--- src/hdl/quoted_field_tokenizer_top_defines.svh ---
// Assertion macros shared by the tokenizer RTL.
// Each macro expects clk and rst (synchronous, active high) in scope.
`ifndef QUOTED_FIELD_TOKENIZER_TOP_DEFINES_SVH
`define QUOTED_FIELD_TOKENIZER_TOP_DEFINES_SVH

// Same-cycle implication, disabled while in reset
`define QFT_ASSERT_NOW(label, ante, cons, msg) \
  label: assert property (@(posedge clk) disable iff (rst) (ante) |-> (cons)) \
    else $error(msg);

// Next-cycle implication, disabled while in reset
`define QFT_ASSERT_NEXT(label, ante, cons, msg) \
  label: assert property (@(posedge clk) disable iff (rst) (ante) |=> (cons)) \
    else $error(msg);

`endif

--- src/hdl/qft_pkg.sv ---
// Shared types and constants for the quoted field tokenizer.
// No dependencies; imported by every module of the block.
package qft_pkg;

  // Protecting byte (backslash)
  localparam logic [7:0] ESCAPE_BYTE = 8'h5C;

  // Configuration register indexes
  localparam int unsigned CFG_ADDR_W = 3;
  localparam logic [CFG_ADDR_W-1:0] REG_DELIMITER = 3'd0;
  localparam logic [CFG_ADDR_W-1:0] REG_WHITESPACE = 3'd1;
  localparam logic [CFG_ADDR_W-1:0] REG_QUOTE = 3'd2;
  localparam logic [CFG_ADDR_W-1:0] REG_COMPRESS = 3'd3;
  localparam logic [CFG_ADDR_W-1:0] REG_UNESCAPE = 3'd4;
  localparam logic [CFG_ADDR_W-1:0] REG_TRIM = 3'd5;

  // Register reset values (widened to 64 bits, cut down to slot storage)
  localparam logic [63:0] DELIMITER_RESET = 64'd44;
  localparam logic [63:0] WHITESPACE_RESET = 64'd2336;
  localparam logic [63:0] QUOTE_RESET = 64'd10018;

  // Slots that the register widths can hold at most
  localparam int unsigned DELIM_MAX = 4;
  localparam int unsigned SPACE_MAX = 8;
  localparam int unsigned QUOTE_MAX = 2;

  localparam int unsigned CFG_DATA_W = 64;
  localparam logic [15:0] TRAIL_MAX = 16'hFFFF;

  // Result queue between front and back
  localparam int unsigned QUEUE_DEPTH = 4;
  localparam int unsigned QUEUE_PTR_W = 2;

  // Single-bit mode registers
  typedef struct packed {
    logic compress_empty;
    logic unescape_mode;
    logic trim_mode;
  } mode_t;

  // One result transaction
  typedef struct packed {
    logic        kind;
    logic [7:0]  out_byte;
    logic [15:0] drop_tail;
    logic        empty_token;
    logic        string_done;
  } result_t;

  // All results caused by one input byte (count is 1..3 when queued)
  typedef struct packed {
    logic [1:0]        count;
    result_t [2:0]     res;
  } bundle_t;

  function automatic result_t mk_res(logic kind, logic [7:0] b, logic [15:0] drop,
                                     logic empty, logic done);
    result_t r;
    r.kind        = kind;
    r.out_byte    = b;
    r.drop_tail   = drop;
    r.empty_token = empty;
    r.string_done = done;
    return r;
  endfunction

endpackage

--- src/hdl/qft_front.sv ---
// Front end: accepts input bytes, classifies them and updates the tokenizer state.
// Produces a bundle of up to three results per byte. Depends on qft_pkg.
module qft_front #(
  parameter int unsigned DELIM_N = 4,
  parameter int unsigned SPACE_N = 8,
  parameter int unsigned QUOTE_N = 2
) (
  input  logic                  clk,
  input  logic                  rst,
  input  logic                  s_tvalid,
  output logic                  s_tready,
  input  logic [7:0]            s_tdata,
  input  logic                  s_tlast,
  input  logic [DELIM_N*8-1:0]  delimiter_chars,
  input  logic [SPACE_N*8-1:0]  whitespace_chars,
  input  logic [QUOTE_N*8-1:0]  quote_chars,
  input  qft_pkg::mode_t        mode,
  input  logic                  q_full,
  output logic                  push,
  output qft_pkg::bundle_t      push_bundle
);
  import qft_pkg::*;

  // Tokenizer state
  logic [7:0]  open_quote, open_quote_next;
  logic        escape_pending, escape_pending_next;
  logic        token_started, token_started_next;
  logic [15:0] trailing_count, trailing_count_next;
  logic        any_token_ended, any_token_ended_next;

  logic        accept;
  logic        is_delim, is_quote, is_space;
  logic        keep_bs, tok_empty;
  logic [1:0]  n;
  logic [7:0]  b;
  bundle_t     bnd;

  assign b        = s_tdata;
  assign s_tready = !q_full;
  assign accept   = s_tvalid && s_tready;

  // Set membership, zero slots unused
  always_comb begin
    is_delim = 1'b0;
    is_space = 1'b0;
    is_quote = 1'b0;
    for (int i = 0; i < DELIM_N; i++) begin
      if (delimiter_chars[8*i +: 8] != 8'd0 && delimiter_chars[8*i +: 8] == b) is_delim = 1'b1;
    end
    for (int i = 0; i < SPACE_N; i++) begin
      if (whitespace_chars[8*i +: 8] != 8'd0 && whitespace_chars[8*i +: 8] == b) is_space = 1'b1;
    end
    for (int i = 0; i < QUOTE_N; i++) begin
      if (quote_chars[8*i +: 8] != 8'd0 && quote_chars[8*i +: 8] == b) is_quote = 1'b1;
    end
  end

  // Per-byte results and next state
  always_comb begin
    open_quote_next      = open_quote;
    escape_pending_next  = escape_pending;
    token_started_next   = token_started;
    trailing_count_next  = trailing_count;
    any_token_ended_next = any_token_ended;
    bnd                  = '0;
    n                    = 2'd0;
    keep_bs              = 1'b1;
    tok_empty            = 1'b0;

    if (escape_pending) begin
      // protected byte, backslash kept unless unescape removes it
      escape_pending_next = 1'b0;
      if (mode.unescape_mode) begin
        if (open_quote == 8'd0) begin
          keep_bs = !(b == ESCAPE_BYTE || is_quote || is_delim || is_space);
        end else begin
          keep_bs = !(b == ESCAPE_BYTE || b == open_quote);
        end
      end
      if (keep_bs) begin
        bnd.res[n] = mk_res(1'b0, ESCAPE_BYTE, 16'd0, 1'b0, 1'b0);
        n = n + 2'd1;
      end
      bnd.res[n] = mk_res(1'b0, b, 16'd0, 1'b0, 1'b0);
      n = n + 2'd1;
      token_started_next  = 1'b1;
      trailing_count_next = 16'd0;
    end else if (b == ESCAPE_BYTE) begin
      escape_pending_next = 1'b1;
    end else if (open_quote == 8'd0 && is_delim) begin
      // unquoted delimiter ends the token
      tok_empty = !token_started_next;
      if (!tok_empty || !mode.compress_empty || !any_token_ended_next) begin
        bnd.res[n] = mk_res(1'b1, 8'd0, trailing_count_next, tok_empty, 1'b0);
        n = n + 2'd1;
        any_token_ended_next = 1'b1;
      end
      token_started_next  = 1'b0;
      trailing_count_next = 16'd0;
      open_quote_next     = 8'd0;
      escape_pending_next = 1'b0;
      if (s_tlast) begin
        // final delimiter adds an empty token
        bnd.res[n] = mk_res(1'b1, 8'd0, 16'd0, 1'b1, 1'b1);
        n = n + 2'd1;
        any_token_ended_next = 1'b0;
      end
    end else if (open_quote != 8'd0 && b == open_quote) begin
      open_quote_next     = 8'd0;
      trailing_count_next = 16'd0;
      if (!mode.unescape_mode) begin
        bnd.res[n] = mk_res(1'b0, b, 16'd0, 1'b0, 1'b0);
        n = n + 2'd1;
        token_started_next = 1'b1;
      end
    end else if (open_quote == 8'd0 && is_quote) begin
      open_quote_next     = b;
      trailing_count_next = 16'd0;
      if (!mode.unescape_mode) begin
        bnd.res[n] = mk_res(1'b0, b, 16'd0, 1'b0, 1'b0);
        n = n + 2'd1;
        token_started_next = 1'b1;
      end
    end else if (mode.trim_mode && open_quote == 8'd0 && is_space) begin
      // leading space skipped, trailing space counted
      if (token_started) begin
        if (trailing_count != TRAIL_MAX) trailing_count_next = trailing_count + 16'd1;
        bnd.res[n] = mk_res(1'b0, b, 16'd0, 1'b0, 1'b0);
        n = n + 2'd1;
      end
    end else begin
      trailing_count_next = 16'd0;
      bnd.res[n] = mk_res(1'b0, b, 16'd0, 1'b0, 1'b0);
      n = n + 2'd1;
      token_started_next = 1'b1;
    end

    // End of string, unless the delimiter path has closed it already
    if (s_tlast && !(!escape_pending && b != ESCAPE_BYTE && open_quote == 8'd0 && is_delim)) begin
      if (escape_pending_next) begin
        // dangling backslash is content
        trailing_count_next = 16'd0;
        bnd.res[n] = mk_res(1'b0, ESCAPE_BYTE, 16'd0, 1'b0, 1'b0);
        n = n + 2'd1;
        token_started_next = 1'b1;
      end
      tok_empty = !token_started_next;
      if (!tok_empty || !mode.compress_empty || !any_token_ended_next) begin
        bnd.res[n] = mk_res(1'b1, 8'd0, trailing_count_next, tok_empty, 1'b1);
        n = n + 2'd1;
      end
      open_quote_next      = 8'd0;
      escape_pending_next  = 1'b0;
      token_started_next   = 1'b0;
      trailing_count_next  = 16'd0;
      any_token_ended_next = 1'b0;
    end
    bnd.count = n;
  end

  assign push        = accept && (n != 2'd0);
  assign push_bundle = bnd;

  // State registers
  always_ff @(posedge clk) begin
    if (rst) begin
      open_quote      <= 8'd0;
      escape_pending  <= 1'b0;
      token_started   <= 1'b0;
      trailing_count  <= 16'd0;
      any_token_ended <= 1'b0;
    end else if (accept) begin
      open_quote      <= open_quote_next;
      escape_pending  <= escape_pending_next;
      token_started   <= token_started_next;
      trailing_count  <= trailing_count_next;
      any_token_ended <= any_token_ended_next;
    end
  end

endmodule

--- src/hdl/qft_queue.sv ---
// Short FIFO of result bundles between the front and back ends.
// Depends on qft_pkg and the shared assertion macros.
`include "quoted_field_tokenizer_top_defines.svh"

module qft_queue (
  input  logic             clk,
  input  logic             rst,
  input  logic             push,
  input  qft_pkg::bundle_t push_data,
  output logic             full,
  output logic             head_valid,
  output qft_pkg::bundle_t head_data,
  input  logic             pop
);
  import qft_pkg::*;

  bundle_t                mem [QUEUE_DEPTH];
  logic [QUEUE_PTR_W-1:0] wr_ptr;
  logic [QUEUE_PTR_W-1:0] rd_ptr;
  logic [QUEUE_PTR_W:0]   count;

  assign full       = (count == (QUEUE_PTR_W+1)'(QUEUE_DEPTH));
  assign head_valid = (count != '0);
  assign head_data  = mem[rd_ptr];

  // Storage
  always_ff @(posedge clk) begin
    if (push) mem[wr_ptr] <= push_data;
  end

  // Pointers and fill count
  always_ff @(posedge clk) begin
    if (rst) begin
      wr_ptr <= '0;
      rd_ptr <= '0;
      count  <= '0;
    end else begin
      if (push) wr_ptr <= wr_ptr + 1'b1;
      if (pop) rd_ptr <= rd_ptr + 1'b1;
      case ({push, pop})
        2'b10:   count <= count + 1'b1;
        2'b01:   count <= count - 1'b1;
        default: count <= count;
      endcase
    end
  end

  `QFT_ASSERT_NOW(a_no_overflow, push, !full, "bundle pushed into a full queue")
  `QFT_ASSERT_NOW(a_no_underflow, pop, count != '0, "bundle popped from an empty queue")

endmodule

--- src/hdl/qft_back.sv ---
// Back end: walks each queued bundle and drives one result per output transaction.
// Output register holds the current result; m_tready reaches pop combinationally. Depends on qft_pkg and macros.
`include "quoted_field_tokenizer_top_defines.svh"

module qft_back (
  input  logic             clk,
  input  logic             rst,
  input  logic             head_valid,
  input  qft_pkg::bundle_t head_data,
  output logic             pop,
  output logic             m_tvalid,
  input  logic             m_tready,
  output logic [31:0]      m_tdata,   // out_byte[7:0], drop_tail[23:8], empty_token[24], zero
  output logic             m_tuser,   // kind
  output logic             m_tlast
);
  import qft_pkg::*;

  logic [1:0] idx;
  logic       load;
  result_t    out_res;

  // Take the next result when the output register is free or being drained
  assign load = head_valid && (!m_tvalid || m_tready);
  assign pop  = load && (idx == (head_data.count - 2'd1));

  always_ff @(posedge clk) begin
    if (rst) begin
      m_tvalid <= 1'b0;
      idx      <= 2'd0;
    end else begin
      if (load) begin
        m_tvalid <= 1'b1;
        idx      <= pop ? 2'd0 : idx + 2'd1;
      end else if (m_tready) begin
        m_tvalid <= 1'b0;
      end
    end
  end

  // Output payload
  always_ff @(posedge clk) begin
    if (load) out_res <= head_data.res[idx];
  end

  assign m_tdata = {7'd0, out_res.empty_token, out_res.drop_tail, out_res.out_byte};
  assign m_tuser = out_res.kind;
  assign m_tlast = out_res.string_done;

  `QFT_ASSERT_NOW(a_idx_in_bundle, head_valid,
    head_data.count != 2'd0 && idx < head_data.count, "result index past bundle end")
  `QFT_ASSERT_NEXT(a_idx_restart, pop, idx == 2'd0, "index not rewound after bundle")

endmodule

--- src/hdl/quoted_field_tokenizer_top.sv ---
// Quoted field tokenizer: one source byte per input transaction in, token bytes and
// end-of-token marks out. Depends on qft_pkg, qft_front, qft_queue and qft_back.
//
// A new byte is accepted every cycle while the four-entry result queue has room;
// each byte yields zero to three result transactions, and the output port issues one
// result per cycle while m_tready is high, so bytes giving at most one result flow at
// one per cycle and the output port sets the rate otherwise. First result of a byte
// passes through the result queue and the output register. Configuration writes take
// effect on the next byte and must be made while no results are outstanding.
module quoted_field_tokenizer_top #(
  parameter int unsigned DELIM_SLOTS = 4,
  parameter int unsigned SPACE_SLOTS = 8,
  parameter int unsigned QUOTE_SLOTS = 2
) (
  input  logic                            clk,
  input  logic                            rst,
  input  logic                            s_tvalid,
  output logic                            s_tready,
  input  logic [7:0]                      s_tdata,    // data_byte[7:0]
  input  logic                            s_tlast,
  output logic                            m_tvalid,
  input  logic                            m_tready,
  output logic [31:0]                     m_tdata,    // out_byte, drop_tail, empty_token
  output logic                            m_tuser,    // kind
  output logic                            m_tlast,
  input  logic                            cfg_wen,
  input  logic [qft_pkg::CFG_ADDR_W-1:0]  cfg_addr,
  input  logic [qft_pkg::CFG_DATA_W-1:0]  cfg_wdata
);
  import qft_pkg::*;

  // Only slots that the register width can hold are stored
  localparam int unsigned DELIM_N = (DELIM_SLOTS < DELIM_MAX) ? DELIM_SLOTS : DELIM_MAX;
  localparam int unsigned SPACE_N = (SPACE_SLOTS < SPACE_MAX) ? SPACE_SLOTS : SPACE_MAX;
  localparam int unsigned QUOTE_N = (QUOTE_SLOTS < QUOTE_MAX) ? QUOTE_SLOTS : QUOTE_MAX;

  logic [DELIM_N*8-1:0] delimiter_chars;
  logic [SPACE_N*8-1:0] whitespace_chars;
  logic [QUOTE_N*8-1:0] quote_chars;
  mode_t                mode;

  logic    q_full, push, pop, head_valid;
  bundle_t push_bundle, head_data;

  // Configuration registers
  always_ff @(posedge clk) begin
    if (rst) begin
      delimiter_chars     <= DELIMITER_RESET[DELIM_N*8-1:0];
      whitespace_chars    <= WHITESPACE_RESET[SPACE_N*8-1:0];
      quote_chars         <= QUOTE_RESET[QUOTE_N*8-1:0];
      mode.compress_empty <= 1'b0;
      mode.unescape_mode  <= 1'b1;
      mode.trim_mode      <= 1'b1;
    end else if (cfg_wen) begin
      case (cfg_addr)
        REG_DELIMITER:  delimiter_chars     <= cfg_wdata[DELIM_N*8-1:0];
        REG_WHITESPACE: whitespace_chars    <= cfg_wdata[SPACE_N*8-1:0];
        REG_QUOTE:      quote_chars         <= cfg_wdata[QUOTE_N*8-1:0];
        REG_COMPRESS:   mode.compress_empty <= cfg_wdata[0];
        REG_UNESCAPE:   mode.unescape_mode  <= cfg_wdata[0];
        REG_TRIM:       mode.trim_mode      <= cfg_wdata[0];
        default:        ;
      endcase
    end
  end

  qft_front #(
    .DELIM_N (DELIM_N),
    .SPACE_N (SPACE_N),
    .QUOTE_N (QUOTE_N)
  ) u_front (
    .clk              (clk),
    .rst              (rst),
    .s_tvalid         (s_tvalid),
    .s_tready         (s_tready),
    .s_tdata          (s_tdata),
    .s_tlast          (s_tlast),
    .delimiter_chars  (delimiter_chars),
    .whitespace_chars (whitespace_chars),
    .quote_chars      (quote_chars),
    .mode             (mode),
    .q_full           (q_full),
    .push             (push),
    .push_bundle      (push_bundle)
  );

  qft_queue u_queue (
    .clk        (clk),
    .rst        (rst),
    .push       (push),
    .push_data  (push_bundle),
    .full       (q_full),
    .head_valid (head_valid),
    .head_data  (head_data),
    .pop        (pop)
  );

  qft_back u_back (
    .clk        (clk),
    .rst        (rst),
    .head_valid (head_valid),
    .head_data  (head_data),
    .pop        (pop),
    .m_tvalid   (m_tvalid),
    .m_tready   (m_tready),
    .m_tdata    (m_tdata),
    .m_tuser    (m_tuser),
    .m_tlast    (m_tlast)
  );

endmodule

--- config.mk ---
export PLATFORM = sky130hd
export DESIGN_NAME = quoted_field_tokenizer_top
export DESIGN_NICKNAME = d
export VERILOG_FILES = /design/src/hdl/qft_pkg.sv /design/src/hdl/qft_front.sv /design/src/hdl/qft_queue.sv /design/src/hdl/qft_back.sv /design/src/hdl/quoted_field_tokenizer_top.sv
export VERILOG_INCLUDE_DIRS = /design/src /design/src/hdl
export SDC_FILE = /design/constraint.sdc
export NUM_CORES = 1
export LEC_CHECK = 0
export ABC_AREA = 1
export BUFFER_PORTS_ARGS = -buffer_cell sky130_fd_sc_hd__buf_4
export CORE_UTILIZATION = 66
export CTS_CLUSTER_SIZE = 10
export DETAILED_ROUTE_END_ITERATION = 16
export PLACE_DENSITY = 0.85
export SYNTH_ARGS = -nofsm -noshare
export SYNTH_HDL_FRONTEND = slang
export SYNTH_SLANG_ARGS = --single-unit
export TNS_END_PERCENT = 100
--- constraint.sdc ---
create_clock -name clk -period 9.6 [get_ports clk]
set_input_delay 0.48 -clock clk [delete_from_list [all_inputs] [get_ports clk]]
set_output_delay 0.48 -clock clk [all_outputs]
set_load 0.01 [all_outputs]
==> impl_metrics.sql <==
INSERT INTO impl_metrics (metric_group, metric, value, unit) VALUES
('sta', 'max_clock_freq', '204', 'MHz'),
('critical_path', 'cp_common_cell', 'nand2_1', ''),
('layout', 'layout-drive-gt1-share', '0.108', ''),
('critical_path', 'setup_crit_end_kind', 'flop', ''),
('flow_run', 'max-cap-violations', '0', ''),
('route', 'route.antenna.remaining_nets', '0', ''),
('clock_tree', 'cts_repair_resize_count', '0', ''),
('power_and_ir_drop', 'power.density_cell_area', '233', 'nW/um^2'),
('clock_tree', 'cts_max_path_buffers', '3', ''),
('synthesis', 'xor_xnor_fraction_of_synth_area', '0.0362', ''),
('synthesis', 'synth_sequential_area_ratio', '0.594', ''),
('sta', 'final_max_slew_viol_count', '0', ''),
('synthesis', 'synth-async-reset-ratio', '0', ''),
('place', 'detailedPlacementHpwl', '31.9', 'mm'),
('sta', 'timing_worst_slew_pin_value', '1.17', 'ns'),
('layout', 'antenna_cells', '0', ''),
('synthesis', 'synth_top_family_by_area', 'simple AND/OR/NAND/NOR gates', ''),
('synthesis', 'synth-edff-count', '323', ''),
('route', 'totalWireLength', '52.7', 'mm'),
('sta', 'worst_slew_margin_rel', '0.219', ''),
('floorplanning', 'die-width', '183', 'microns'),
('place', 'placed_area', '22400', 'sq um'),
('floorplanning', 'die_area', '33300', 'sq um'),
('place', 'worst_setup_timing_slack_at_the_placement_stage', '4.26', 'ns'),
('layout', 'finalInstanceArea', '23900', 'sq um'),
('global_routing', 'grt_antenna_before_repair', '0', ''),
('place', 'number_of_port_buffers', '109', ''),
('layout', 'multi_input_area', '7610', 'sq um'),
('clock_tree', 'insertion_delay', '0.56', 'ns'),
('critical_path', 'highest_net_fanout_along_the_worst_path', '47', ''),
('synthesis', 'synth.ff_latch_count', '477', ''),
('sta', 'rsz0062_at_grt', 'false', ''),
('sta', 'period_minus_slack', '4.90', 'ns'),
('clock_tree', 'clk_pin_slew', '0.06', 'ns'),
('global_routing', 'track_usage', '0.320', ''),
('critical_path', 'worst-setup-path-type', 'reg -> reg', ''),
('synthesis', 'synth_area_per_cell', '9.52', 'sq um'),
('layout', 'register_area', '12800', 'sq um'),
('power_and_ir_drop', 'post_layout_total_power', '0.00557', 'W'),
('synthesis', 'post_synth_fa_ha_maj_area_fraction', '0.00965', ''),
('sta', 'hold_viol', '0', ''),
('route', 'drc_errors', '0', ''),
('clock_tree', 'post_cts_buffers', '0', ''),
('power_and_ir_drop', 'ir_drop', '0.000213', 'V'),
('route', 'via_count', '16800', ''),
('floorplanning', 'floorplan.rows', '65', ''),
('critical_path', 'timing.critical_path.slowest_cell_delay', '0.73', 'ns'),
('clock_tree', 'cts_tree', 'done', ''),
('route', 'post_drt_via_cell_ratio', '6.00', ''),
('sta', 'finClkSkew', '0.0141', 'ns'),
('critical_path', 'crit_path_start_kind', 'flop', ''),
('clock_tree', 'clkSinkCount', '477', ''),
('layout', 'syn_to_final_growth', '11.3', '%'),
('place', 'place.gp.congestion', '0.922', ''),
('clock_tree', 'clockRootBuffer', 'clkbuf_16', ''),
('clock_tree', 'cts_max_level', '2', ''),
('sta', 'final.setup.tns', '0', 'ns'),
('route', 'route.detailed.wl_per_inst', '18.9', 'microns'),
('synthesis', 'post_synth_mux_area_share', '0', ''),
('synthesis', 'postSynthCellCount', '2262', ''),
('synthesis', 'netlist_cell_types', '49', ''),
('critical_path', 'worst-endpoint-arrival', '5.09', 'ns'),
('global_routing', 'grt_start_max_net_pins', '132', ''),
('synthesis', 'synthesis.area', '21500', 'sq um'),
('worst_hold_path', 'worst_hold_path_type', 'in -> reg', ''),
('sta', 'layout_worst_path_cycle_share', '0.511', ''),
('critical_path', 'cpMaxStageDelayCell', 'buf_4', ''),
('floorplanning', 'placeableCoreArea', '31800', 'sq um'),
('outcome', 'run_status', 'completed', ''),
('sta', 'finalWorstSetupSlack', '4.70', 'ns'),
('route', 'firstDrtPassIters', '5', '');
-- worst paths after layout --
check                                  from                         to  slack [ns]  cells past startpoint
setup / recovery         delimiter_chars[0]         u_queue.mem[1][45]        4.70                     24
setup reg to reg         delimiter_chars[0]         u_queue.mem[1][45]        4.70                     24
hold / removal                 cfg_wdata[2]         delimiter_chars[2]        0.14                      3
hold reg to reg   u_front.trailing_count[9]  u_front.trailing_count[9]        0.48                      2
-- layout make-up --
type,count,area share
Clock buffer,92,0.0624
Multi-Input combinational cell,1518,0.318
Inverter,144,0.0227
Sequential cell,477,0.534
Tap cell,435,0.0227
Clock inverter,1,0.000679
Timing Repair Buffer,127,0.0398
-- layout by cell type (no fill, tap or decap), types with 3 or more instances in the layout --
| cell type | n |
|---|---|
| o221ai_1 | 32 |
| o22ai_1 | 52 |
| inv_2 | 19 |
| a21oi_1 | 78 |
| a31oi_1 | 5 |
| o21ai_1 | 3 |
| xor2_1 | 18 |
| buf_4 | 127 |
| edfxtp_1 | 323 |
| nand3_2 | 4 |
| clkbuf_1 | 38 |
| nand2_1 | 314 |
| xnor2_1 | 71 |
| nor2_1 | 463 |
| nor2_4 | 7 |
| nand2_2 | 14 |
| o211ai_1 | 21 |
| nor3_1 | 12 |
| inv_1 | 123 |
| nor2_2 | 17 |
| nand4_1 | 28 |
| o21ai_0 | 273 |
| nand2_4 | 4 |
| conb_1 | 7 |
| ha_1 | 15 |
| clkbuf_16 | 54 |
| nand3_1 | 52 |
| a32o_1 | 7 |
| dfxtp_1 | 152 |
-- cells in the mapped netlist (all sizes together), types with 6 or more instances --
cell / number / area share
a21oi: 78 / 0.018
a31oi: 6 / 0.0017
a32o: 7 / 0.0033
buf: 39 / 0.015
clkbuf: 90 / 0.016
dfxtp: 154 / 0.14
edfxtp: 323 / 0.45
ha: 15 / 0.0087
inv: 143 / 0.025
nand2: 332 / 0.061
nand3: 56 / 0.014
nand4: 28 / 0.0081
nor2: 488 / 0.089
nor3: 14 / 0.0037
o211ai: 21 / 0.0073
o21ai: 276 / 0.064
o221ai: 32 / 0.013
o22ai: 52 / 0.015
xnor2: 71 / 0.029
xor2: 18 / 0.0073
-- state kept, by name, indices dropped and copies added (netlist names), 2 cells and up, named ones only --
name                    flops
u_queue.mem               296
whitespace_chars           64
delimiter_chars            32
u_back.m_tdata             25
quote_chars                16
u_front.trailing_count     16
u_front.open_quote          8
mode                        3
u_queue.count               3
u_back.idx                  2
u_queue.rd_ptr              2
u_queue.wr_ptr              2
-- report_power, final --
part	switching [W]	total (W)	leakage, nW	internal, W
logic	0.000832	0.00123	3.88	0.000402
registers	0.000106	0.00254	4.37	0.00244
clock network	0.000748	0.00179	0.717	0.00104
total	0.00169	0.00557	8.97	0.00388
-- critical path: cells and delay by family (launching register included) --
family	cells	cell delay [ns]
AND/OR/NAND/NOR	17	2.53
buffers and inverters	5	1.02
adder cells (fa/ha/maj)	2	0.60
flip-flops	1	0.32
-- metal layers --
metal	routed length (microns)	global-route usage	up-vias	part of all wire
met5	0	0	-	0
met4	1570	0.121	0	0.030
met3	5170	0.0453	130	0.098
met2	24800	0.525	981	0.47
met1	21100	0.436	7835	0.40
li1	-	-	7829	-
-- cell families (layout without fill, tap and decap cells) --
group,Yosys count,after routing
AO/OA/AOI/OAI,483,483
XOR/XNOR,89,89
adder cells (fa/ha/maj),16,16
buffers and inverters,273,364
flip-flops,477,477
other,1,7
AND/OR/NAND/NOR,923,923
-- per-stage QoR --
step / utilization / instances
2_1_floorplan: - / 2268
3_3_place_gp: 0.706 / 2701
3_5_place_dp: 0.706 / 2701
4_1_cts: 0.753 / 2794
5_1_grt: 0.753 / 2794
6_report: 0.753 / 2794
Note: power is estimated with default switching activity, not from simulation.
